$ cat src/rtl/core/adsr_pkg.sv
// ----------------------------------------------------------------------------
// ADSR envelope package
// Shared types, codes and helper functions for the linear envelope generator.
// ----------------------------------------------------------------------------
package adsr_pkg;

    // Width of the ramp length registers and of the level registers.
    localparam int RAMP_W  = 24;
    localparam int LEVEL_W = 16;
    localparam int TIME_W  = 32;
    localparam int CFG_W   = 24;
    localparam int IDX_W   = 3;

    // Unity level in Q1.15 and the level at or below which the output is zero.
    localparam logic [LEVEL_W-1:0] LEVEL_ONE     = 16'd32768;
    localparam logic [LEVEL_W-1:0] EPSILON_LEVEL = 16'd3;

    // Register indexes of the configuration port.
    localparam logic [IDX_W-1:0] IDX_ATTACK  = 3'd0;
    localparam logic [IDX_W-1:0] IDX_DECAY   = 3'd1;
    localparam logic [IDX_W-1:0] IDX_RELEASE = 3'd2;
    localparam logic [IDX_W-1:0] IDX_START   = 3'd3;
    localparam logic [IDX_W-1:0] IDX_SUSTAIN = 3'd4;

    // Function codes of an input request.
    localparam logic [1:0] FUNC_EVAL     = 2'd0;
    localparam logic [1:0] FUNC_NOTE_ON  = 2'd1;
    localparam logic [1:0] FUNC_NOTE_OFF = 2'd2;

    // Stage codes of a result.
    localparam logic [1:0] STAGE_ATTACK  = 2'd0;
    localparam logic [1:0] STAGE_DECAY   = 2'd1;
    localparam logic [1:0] STAGE_SUSTAIN = 2'd2;
    localparam logic [1:0] STAGE_RELEASE = 2'd3;

    // Current envelope settings.
    typedef struct packed {
        logic [RAMP_W-1:0]  attack;
        logic [RAMP_W-1:0]  decay;
        logic [RAMP_W-1:0]  release_len;
        logic [LEVEL_W-1:0] start;
        logic [LEVEL_W-1:0] sustain;
    } cfg_t;

    // Note trigger state.
    typedef struct packed {
        logic              held;
        logic [TIME_W-1:0] on_time;
        logic [TIME_W-1:0] off_time;
    } note_t;

    // Result handed from the calculation unit to the output stage.
    typedef struct packed {
        logic               valid;
        logic [LEVEL_W-1:0] amp;
        logic [1:0]         stage;
    } calc_res_t;

    // Saturate a raw level to unity and squash tiny levels to zero.
    function automatic logic [LEVEL_W-1:0] finish_amp(input logic [LEVEL_W:0] raw);
        logic [LEVEL_W-1:0] r;
        if (raw > {1'b0, LEVEL_ONE})
        begin
            r = LEVEL_ONE;
        end
        else if (raw <= {1'b0, EPSILON_LEVEL})
        begin
            r = '0;
        end
        else
        begin
            r = raw[LEVEL_W-1:0];
        end
        return r;
    endfunction

endpackage

$ cat src/rtl/core/adsr_cfg.sv
// ----------------------------------------------------------------------------
// ADSR configuration registers
// Holds the ramp lengths and levels, forcing ramps to at least one sample
// and levels to at most unity.
// ----------------------------------------------------------------------------
module adsr_cfg
(
    input  logic                          clk,
    input  logic                          rst_n,
    input  logic                          cfg_wr_en,
    input  logic [adsr_pkg::IDX_W-1:0]    cfg_index,
    input  logic [adsr_pkg::CFG_W-1:0]    cfg_wdata,
    output adsr_pkg::cfg_t                cfg
);

    adsr_pkg::cfg_t cfg_reg;
    adsr_pkg::cfg_t cfg_next;

    logic [adsr_pkg::RAMP_W-1:0]  ramp_val;
    logic [adsr_pkg::LEVEL_W-1:0] level_val;

    // Legalize the written value for both register kinds.
    always_comb
    begin
        ramp_val  = (cfg_wdata[adsr_pkg::RAMP_W-1:0] == '0) ? 24'd1
                                                            : cfg_wdata[adsr_pkg::RAMP_W-1:0];
        level_val = (cfg_wdata[adsr_pkg::LEVEL_W-1:0] > adsr_pkg::LEVEL_ONE)
                    ? adsr_pkg::LEVEL_ONE : cfg_wdata[adsr_pkg::LEVEL_W-1:0];
    end

    // Register select; unknown indexes leave everything unchanged.
    always_comb
    begin
        cfg_next = cfg_reg;
        if (cfg_wr_en)
        begin
            case (cfg_index)
                adsr_pkg::IDX_ATTACK:  cfg_next.attack      = ramp_val;
                adsr_pkg::IDX_DECAY:   cfg_next.decay       = ramp_val;
                adsr_pkg::IDX_RELEASE: cfg_next.release_len = ramp_val;
                adsr_pkg::IDX_START:   cfg_next.start       = level_val;
                adsr_pkg::IDX_SUSTAIN: cfg_next.sustain     = level_val;
                default:               cfg_next = cfg_reg;
            endcase
        end
    end

    always_ff @(posedge clk or negedge rst_n)
    begin
        if (!rst_n)
        begin
            cfg_reg.attack      <= 24'd882;
            cfg_reg.decay       <= 24'd441;
            cfg_reg.release_len <= 24'd882;
            cfg_reg.start       <= 16'd32768;
            cfg_reg.sustain     <= 16'd26214;
        end
        else
        begin
            cfg_reg <= cfg_next;
        end
    end

    assign cfg = cfg_reg;

endmodule

$ cat src/rtl/core/adsr_calc.sv
// ----------------------------------------------------------------------------
// ADSR level calculation unit
// Sequencer around one shared multiplier and one shared compare/subtract
// unit that performs a restoring division one quotient bit per cycle.
// ----------------------------------------------------------------------------
module adsr_calc
(
    input  logic                           clk,
    input  logic                           rst_n,
    input  logic                           start,
    input  logic                           ack,
    input  logic [adsr_pkg::TIME_W-1:0]    sample_time,
    input  adsr_pkg::note_t                note,
    input  adsr_pkg::cfg_t                 cfg,
    output adsr_pkg::calc_res_t            res
);

    localparam int OP_W   = 33;
    localparam int PROD_W = 49;
    localparam int NUM_W  = 50;
    localparam int QUO_W  = 17;
    localparam int CMP_W  = 34;

    typedef enum logic [2:0] {
        ST_IDLE,
        ST_CLASSIFY,
        ST_MUL_A,
        ST_MUL_B,
        ST_DIV_CHK,
        ST_DIV_RUN,
        ST_DONE
    } state_t;

    state_t                        state_reg;
    logic [adsr_pkg::LEVEL_W-1:0]  lvl_a_reg;
    logic [OP_W-1:0]               op_a_reg;
    logic [adsr_pkg::LEVEL_W-1:0]  lvl_b_reg;
    logic [OP_W-1:0]               op_b_reg;
    logic                          two_terms_reg;
    logic [adsr_pkg::RAMP_W-1:0]   divisor_reg;
    logic [NUM_W-1:0]              num_reg;
    logic [adsr_pkg::RAMP_W-1:0]   rem_reg;
    logic [QUO_W-1:0]              quo_reg;
    logic [4:0]                    cnt_reg;
    logic [adsr_pkg::LEVEL_W-1:0]  amp_reg;
    logic [1:0]                    stage_reg;

    // Phase classification of the current request.
    logic [adsr_pkg::TIME_W-1:0]   life;
    logic [adsr_pkg::RAMP_W:0]     a_plus_d;
    logic                          before_on;
    logic                          in_attack;
    logic                          in_decay;
    logic [adsr_pkg::RAMP_W-1:0]   decay_pos;
    logic                          before_off;
    logic [adsr_pkg::TIME_W-1:0]   back;
    logic [adsr_pkg::TIME_W-1:0]   since_off;
    logic                          release_over;

    always_comb
    begin
        life         = sample_time - note.on_time;
        a_plus_d     = {1'b0, cfg.attack} + {1'b0, cfg.decay};
        before_on    = sample_time < note.on_time;
        in_attack    = life <= {8'b0, cfg.attack};
        in_decay     = life <= {7'b0, a_plus_d};
        decay_pos    = life[adsr_pkg::RAMP_W-1:0] - cfg.attack;
        before_off   = sample_time < note.off_time;
        back         = note.off_time - sample_time;
        since_off    = sample_time - note.off_time;
        release_over = since_off >= {8'b0, cfg.release_len};
    end

    // Shared multiplier: level times ramp operand.
    logic [adsr_pkg::LEVEL_W-1:0] mul_lvl;
    logic [OP_W-1:0]              mul_op;
    logic [PROD_W-1:0]            prod;

    always_comb
    begin
        mul_lvl = (state_reg == ST_MUL_B) ? lvl_b_reg : lvl_a_reg;
        mul_op  = (state_reg == ST_MUL_B) ? op_b_reg  : op_a_reg;
        prod    = PROD_W'({16'b0, mul_op} * {33'b0, mul_lvl});
    end

    // Shared compare/subtract unit for the overflow check and each division step.
    logic [OP_W-1:0]  cmp_a;
    logic [CMP_W-1:0] cmp_diff;
    logic             cmp_ge;
    logic [QUO_W-1:0] quo_last;

    always_comb
    begin
        if (state_reg == ST_DIV_CHK)
        begin
            cmp_a = num_reg[NUM_W-1:QUO_W];
        end
        else
        begin
            cmp_a = {8'b0, rem_reg, num_reg[QUO_W-1]};
        end
        cmp_diff = {1'b0, cmp_a} - {10'b0, divisor_reg};
        cmp_ge   = !cmp_diff[CMP_W-1];
        quo_last = {quo_reg[QUO_W-2:0], cmp_ge};
    end

    // Sequencer, datapath registers and result.
    always_ff @(posedge clk or negedge rst_n)
    begin
        if (!rst_n)
        begin
            state_reg <= ST_IDLE;
        end
        else
        begin
            case (state_reg)
                ST_IDLE:
                begin
                    if (start)
                    begin
                        state_reg <= ST_CLASSIFY;
                    end
                end

                ST_CLASSIFY:
                begin
                    two_terms_reg <= 1'b0;
                    op_b_reg      <= '0;
                    lvl_b_reg     <= cfg.sustain;
                    if (note.held)
                    begin
                        if (before_on)
                        begin
                            stage_reg <= adsr_pkg::STAGE_ATTACK;
                            amp_reg   <= '0;
                            state_reg <= ST_DONE;
                        end
                        else if (in_attack)
                        begin
                            stage_reg   <= adsr_pkg::STAGE_ATTACK;
                            lvl_a_reg   <= cfg.start;
                            op_a_reg    <= {9'b0, life[adsr_pkg::RAMP_W-1:0]};
                            divisor_reg <= cfg.attack;
                            state_reg   <= ST_MUL_A;
                        end
                        else if (in_decay)
                        begin
                            stage_reg     <= adsr_pkg::STAGE_DECAY;
                            lvl_a_reg     <= cfg.start;
                            op_a_reg      <= {9'b0, cfg.decay - decay_pos};
                            op_b_reg      <= {9'b0, decay_pos};
                            two_terms_reg <= 1'b1;
                            divisor_reg   <= cfg.decay;
                            state_reg     <= ST_MUL_A;
                        end
                        else
                        begin
                            stage_reg <= adsr_pkg::STAGE_SUSTAIN;
                            amp_reg   <= adsr_pkg::finish_amp({1'b0, cfg.sustain});
                            state_reg <= ST_DONE;
                        end
                    end
                    else
                    begin
                        stage_reg   <= adsr_pkg::STAGE_RELEASE;
                        lvl_a_reg   <= cfg.sustain;
                        divisor_reg <= cfg.release_len;
                        if (before_off)
                        begin
                            op_a_reg  <= {9'b0, cfg.release_len} + {1'b0, back};
                            state_reg <= ST_MUL_A;
                        end
                        else if (release_over)
                        begin
                            amp_reg   <= '0;
                            state_reg <= ST_DONE;
                        end
                        else
                        begin
                            op_a_reg  <= {9'b0, cfg.release_len
                                               - since_off[adsr_pkg::RAMP_W-1:0]};
                            state_reg <= ST_MUL_A;
                        end
                    end
                end

                ST_MUL_A:
                begin
                    num_reg   <= {1'b0, prod};
                    state_reg <= two_terms_reg ? ST_MUL_B : ST_DIV_CHK;
                end

                ST_MUL_B:
                begin
                    num_reg   <= num_reg + {1'b0, prod};
                    state_reg <= ST_DIV_CHK;
                end

                ST_DIV_CHK:
                begin
                    // A quotient too wide for the result saturates to unity.
                    if (cmp_ge)
                    begin
                        amp_reg   <= adsr_pkg::LEVEL_ONE;
                        state_reg <= ST_DONE;
                    end
                    else
                    begin
                        rem_reg   <= num_reg[NUM_W-10:QUO_W];
                        quo_reg   <= '0;
                        cnt_reg   <= 5'd16;
                        state_reg <= ST_DIV_RUN;
                    end
                end

                ST_DIV_RUN:
                begin
                    rem_reg <= cmp_ge ? cmp_diff[adsr_pkg::RAMP_W-1:0]
                                      : cmp_a[adsr_pkg::RAMP_W-1:0];
                    quo_reg <= quo_last;
                    num_reg <= {num_reg[NUM_W-2:0], 1'b0};
                    cnt_reg <= cnt_reg - 5'd1;
                    if (cnt_reg == 5'd0)
                    begin
                        amp_reg   <= adsr_pkg::finish_amp(quo_last);
                        state_reg <= ST_DONE;
                    end
                end

                ST_DONE:
                begin
                    if (ack)
                    begin
                        state_reg <= ST_IDLE;
                    end
                end

                default:
                begin
                    state_reg <= ST_IDLE;
                end
            endcase
        end
    end

    always_comb
    begin
        res.valid = (state_reg == ST_DONE);
        res.amp   = amp_reg;
        res.stage = stage_reg;
    end

endmodule

$ cat src/rtl/core/adsr_envelope_generator.sv
// ----------------------------------------------------------------------------
// Linear ADSR envelope generator
// Top level: request channel, note trigger state, output register.
// ----------------------------------------------------------------------------
// Each input request carries a function code in s_tuser (evaluate, note on,
// note off) and an absolute sample time in s_tdata. A note on or note off
// updates the trigger state first; every request then yields exactly one
// result with the Q1.15 amplitude in m_tdata and the stage in m_tuser.
// Settings are to be written through cfg_wr_en/cfg_index/cfg_wdata only while
// idle; the block does not enforce this. One request is worked on at a time
// and s_tready is low meanwhile. A ramp value passes classify, ST_MUL_A and,
// for a decay level, ST_MUL_B on the shared multiplier, the overflow check and
// bit-serial division on the shared compare/subtract unit, and the handover.
// Levels that need no division (sustain, before note on, release finished) go
// from the classify state straight to the handover. The next request can be
// accepted in the cycle after the handover. A finished result waits in the
// output register while the next request is accepted; if the receiver still
// stalls when the following result is ready, that result stays in the
// calculation unit and new requests are held off. Reset restores default
// settings and leaves the note released at time zero, with no result pending.
// ----------------------------------------------------------------------------
module adsr_envelope_generator
(
    input  logic                          clk,
    input  logic                          rst_n,
    // Request channel.
    input  logic                          s_tvalid,
    output logic                          s_tready,
    input  logic [31:0]                   s_tdata,   // [31:0] sample_time
    input  logic [1:0]                    s_tuser,   // [1:0] func
    // Result channel.
    output logic                          m_tvalid,
    input  logic                          m_tready,
    output logic [15:0]                   m_tdata,   // [15:0] amplitude
    output logic [1:0]                    m_tuser,   // [1:0] stage
    // Configuration write port.
    input  logic                          cfg_wr_en,
    input  logic [adsr_pkg::IDX_W-1:0]    cfg_index,
    input  logic [adsr_pkg::CFG_W-1:0]    cfg_wdata
);

    adsr_pkg::cfg_t      cfg;
    adsr_pkg::note_t     note_reg;
    adsr_pkg::calc_res_t res;

    logic                          busy_reg;
    logic [adsr_pkg::TIME_W-1:0]   time_reg;
    logic                          m_valid_reg;
    logic [adsr_pkg::LEVEL_W-1:0]  m_amp_reg;
    logic [1:0]                    m_stage_reg;

    logic accept;
    logic ack;

    assign s_tready = !busy_reg;
    assign accept   = s_tvalid && s_tready;
    assign ack      = res.valid && (!m_valid_reg || m_tready);

    adsr_cfg u_cfg
    (
        .clk       (clk),
        .rst_n     (rst_n),
        .cfg_wr_en (cfg_wr_en),
        .cfg_index (cfg_index),
        .cfg_wdata (cfg_wdata),
        .cfg       (cfg)
    );

    adsr_calc u_calc
    (
        .clk         (clk),
        .rst_n       (rst_n),
        .start       (accept),
        .ack         (ack),
        .sample_time (time_reg),
        .note        (note_reg),
        .cfg         (cfg),
        .res         (res)
    );

    // Request capture and note trigger state.
    always_ff @(posedge clk or negedge rst_n)
    begin
        if (!rst_n)
        begin
            busy_reg          <= 1'b0;
            note_reg.held     <= 1'b0;
            note_reg.on_time  <= '0;
            note_reg.off_time <= '0;
        end
        else
        begin
            if (accept)
            begin
                busy_reg <= 1'b1;
                time_reg <= s_tdata;
                if (s_tuser == adsr_pkg::FUNC_NOTE_ON)
                begin
                    note_reg.held    <= 1'b1;
                    note_reg.on_time <= s_tdata;
                end
                else if (s_tuser == adsr_pkg::FUNC_NOTE_OFF)
                begin
                    note_reg.held     <= 1'b0;
                    note_reg.off_time <= s_tdata;
                end
            end
            else if (ack)
            begin
                busy_reg <= 1'b0;
            end
        end
    end

    // Output register toward the receiver.
    always_ff @(posedge clk or negedge rst_n)
    begin
        if (!rst_n)
        begin
            m_valid_reg <= 1'b0;
        end
        else
        begin
            if (ack)
            begin
                m_valid_reg <= 1'b1;
                m_amp_reg   <= res.amp;
                m_stage_reg <= res.stage;
            end
            else if (m_tready)
            begin
                m_valid_reg <= 1'b0;
            end
        end
    end

    assign m_tvalid = m_valid_reg;
    assign m_tdata  = m_amp_reg;
    assign m_tuser  = m_stage_reg;

endmodule
$ cat config.mk
export PLATFORM = sky130hd
export DESIGN_NAME = adsr_envelope_generator
export DESIGN_NICKNAME = d
export VERILOG_FILES = /design/src/rtl/core/adsr_pkg.sv /design/src/rtl/core/adsr_cfg.sv /design/src/rtl/core/adsr_calc.sv /design/src/rtl/core/adsr_envelope_generator.sv
export SDC_FILE = /design/constraint.sdc
export NUM_CORES = 2
export LEC_CHECK = 0
export ABC_CLOCK_PERIOD_IN_PS = 10950
export BUFFER_PORTS_ARGS = -buffer_cell sky130_fd_sc_hd__buf_2
export CORE_ASPECT_RATIO = 1.1
export CORE_MARGIN = 10
export CORE_UTILIZATION = 50
export CTS_CLUSTER_DIAMETER = 30
export DETAILED_ROUTE_END_ITERATION = 7
export PLACE_DENSITY = 0.68
export SETUP_SLACK_MARGIN = 0.1
export SLEW_MARGIN = 25
export SYNTH_ARGS = -nofsm -noshare
export SYNTH_HDL_FRONTEND = slang
export SYNTH_HIERARCHICAL = 1
export SYNTH_SLANG_ARGS = --single-unit
$ cat constraint.sdc
create_clock -name clk -period 10.95 [get_ports clk]
set_input_delay 1.095 -clock clk [delete_from_list [all_inputs] [get_ports clk]]
set_output_delay 1.095 -clock clk [all_outputs]
set_load 0.02 [all_outputs]
==> impl_results.md <==
- Die area: 0.117 mm2
- Leak: between 20 and 30 nW
- PD cells: 179 mW/mm2
- Max clock buf depth: 3
- Starting Density: 0.506
- Total CTS buffers: between 100 and 150
- Port Buffers: 85
- Synth area leaders: fa_1 17%, edfxtp_1 16%, ha_1 11%
- CTS tree: done
- Peak supply drop: roughly 0.16 mV
- Most frequent cells in the layout: 768 x inv_1, 683 x nand2_1, 460 x ha_1, 442 x fa_1, 381 x nor2_1
- CP max stage cell: fa_1
- Post-Syn Nets: 6,741
- Reg2Reg Setup Slack: about 0.74 ns
- Fraction of registers with async set/reset: 0.386
- CP bufs+invs: 8
- Clock latency at the later pin of the worst-skew pair: 0.73 ns
- Pre-CTS WS: 0.371 ns
- Slowest stage delay, CP: 0.56 ns
- First-pass GRT wire length: 257,000 um
- Routed wire length: roughly 170,000 um
- DR DRC count: 0
- Req. time, crit path: 11.41 ns
- Vias: ~43,000
- Clock slew at reported path FFs: 0.05 ns
- Synthesized flop and latch total: 451
- Mean Syn Cell Area: around 9.0 um2
- Area share of the largest cell type after synthesis: 0.170
- Status: finished, final reports clean
- Most common cell on crit path: fa_1
- Startpoint class of the critical path: register
- Endpoint type of the worst setup path: register
- Die H: 358 um
- Reg-to-Reg Start: u_calc/state_reg[2]$_DFFE_PN0P_
- Primary FF master, synth: edfxtp_1
- Pin count of the biggest net entering global routing: 76
- Setup ws final: 0.744 ns
- Worst Path Arrival: 10.66 ns
- Mapped Cells: between 5,000 and 6,000
- Skew final: just under 0.1 ns
- Area delta synth->final: 12.1%
- Number of synthesized flops with an enable pin: roughly 280
- Worst R2R End: u_calc/num_reg[47]$_DFFE_PP_
- Starting DRT DRC Count: 3,654
- Final net count: 6,835
- Hold Violations, Final: 0
- Antenna Nets Post-Route: 0
- Area leader, netlist: fa_1
- Post-synthesis cell area: 0.0519 mm2
- Distinct cells, synth: between 80 and 90
- RSZ-0062 raised after global routing: no
- Tot Pwr: 10.4 mW
- Final-report max-slew violation count: 0
- All-Layer GR Usage: 0.282
- GP Congestion: 0.981
- Syn. warnings: 6
- Share of layout cells above drive strength 1: 0.117
- CTS root buffer: clkbuf_16
- Site Rows: 123
- Final min period: approximately 10 ns
- Avg Vias per Cell: 5.92
- Worst Hold Class: in2async
- Max Cap Viol: 0
- Worst-Margin Slew: 1.19 ns
- Overflow after GRT: 0
- 1st-pass router iterations: 7
- Post-synthesis sequential area ratio: 0.245
- Fmax: between 90 and 100 MHz
- Clock sinks: 451
- Commonest non-fill, non-tap cell in the layout: inv_1
- IO Count: 86
- Vias in the first global route: 44,200
- Slew headroom: 0.198
- DR WL/cell: 23.0 um
- Htree depth: 3
- Initial antenna violation count: 4
- Top Family by Delay on Critical Path: adder cells
- Register-to-Register Path Depth: 39
- CP max FO: 14
- Die W: 327 um
- Core area: 0.103 mm2
- Crit share post-route: 0.932
- TNS Setup: 0 ns
- Final-report setup violation count: 0
- Max reg flops: 104
- Hpwl dp: 134,000 um
- CP Class: reg2reg
==> power by group <==
group	leakage, nW	switching (mW)	total [mW]	internal [mW]
Combinational	20.3	2.93	4.77	1.84
Sequential	4.70	0.182	2.19	2.01
Clock	1.88	1.20	3.44	2.24
==> cells in the mapped netlist (17+ instances only) <==
cell type and count:
dfstp_2 27, inv_1 770, a21oi_1 347, mux2_2 145, o21a_1 72, edfxtp_1 277, a211oi_1 59, a21o_1 137
clkbuf_1 180, o21ai_0 273, mux2i_1 67, nor2b_1 41, o21bai_1 39, dfrtp_1 147, ha_1 461, nand3_1 112
fa_1 442, o211ai_1 27, mux2_4 30, and3_1 63, nand2b_1 50, nand2_1 695, xnor2_1 170, nor2_1 383
a22oi_1 35, and2_1 58, a211o_1 17, or3_1 31, nor4_1 21, xor2_1 109, nand4_1 45, nor2_2 18
nor3_1 75, a31oi_1 71, o31ai_1 18
==> metal layers <==
layer,up-vias,track usage,wire length (um)
met3,483,0.0412,10800
met4,0,0.171,11300
li1,19900,-,-
met2,1744,0.496,82900
met5,-,0,0
met1,21300,0.323,63700
==> per-stage QoR <==
stage,hold WS (ns),utilization,std cells,cell area (um2)
floorplan,0.400,-,5772,51900
global placement,0.404,0.527,7122,54100
detailed placement,0.406,0.527,7124,54100
CTS,0.365,0.566,7332,58100
global route,0.381,0.567,7338,58200
finish,0.347,0.567,7339,58200
==> worst register-to-register path: cells and delay by family (launching register included) <==
kind | cells | cell delay (ns)
compound gates | 13 | 2.67
xor+xnor | 2 | 0.31
mux | 1 | 0.22
flops | 1 | 0.45
simple gates | 7 | 1.25
buf+inv | 8 | 1.16
fa+ha+maj | 8 | 3.86
==> how the worst max path moves through the flow <==
| stage | startpoint | to | slack [ns] | cells past startpoint |
|---|---|---|---|---|
| 2_1_floorplan | u_calc/state_reg[2]$_DFFE_PN0P_ | u_calc/num_reg[47]$_DFFE_PP_ | 0.63 | 40 |
| 3_3_place_gp | u_calc/state_reg[0]$_DFFE_PN0P_ | u_calc/num_reg[47]$_DFFE_PP_ | 0.64 | 36 |
| 3_5_place_dp | u_calc/state_reg[0]$_DFFE_PN0P_ | u_calc/num_reg[47]$_DFFE_PP_ | 0.37 | 36 |
| 4_1_cts | u_calc/state_reg[0]$_DFFE_PN0P_ | u_calc/num_reg[47]$_DFFE_PP_ | 0.31 | 36 |
| 5_1_grt | u_calc/state_reg[2]$_DFFE_PN0P_ | u_calc/num_reg[47]$_DFFE_PP_ | 0.17 | 38 |
| 6_report | u_calc/state_reg[2]$_DFFE_PN0P_ | u_calc/num_reg[47]$_DFFE_PP_ | 0.74 | 39 |
==> layout make-up <==
cell class	instances	area, um2
timing repair buffer	202	1360
multi-input combinational	4331	35600
antenna	1	2.50
clock inverter	91	1200
sequential	451	12700
clock buffer	117	2780
inverter	771	2890
tap	1375	1720
fill	9223	44400
==> cell families after synthesis <==
kind of cell / Yosys count / synth area share
AO/OA/AOI/OAI: 1253 / 0.154
XOR/XNOR: 279 / 0.0471
multiplexers: 242 / 0.0530
AND/OR/NAND/NOR: 1652 / 0.145
buffers and inverters: 992 / 0.0746
adder cells (fa/ha/maj): 903 / 0.281
flip-flops: 451 / 0.245
==> what timing repair did <==
item	4_1_cts	5_1_grt
hold buffers	0	0
buffers inserted	0	4
resized for setup	0	23
endpoints found under the setup margin	0	15
No activity file was read; power rests on OpenSTA's default activity.
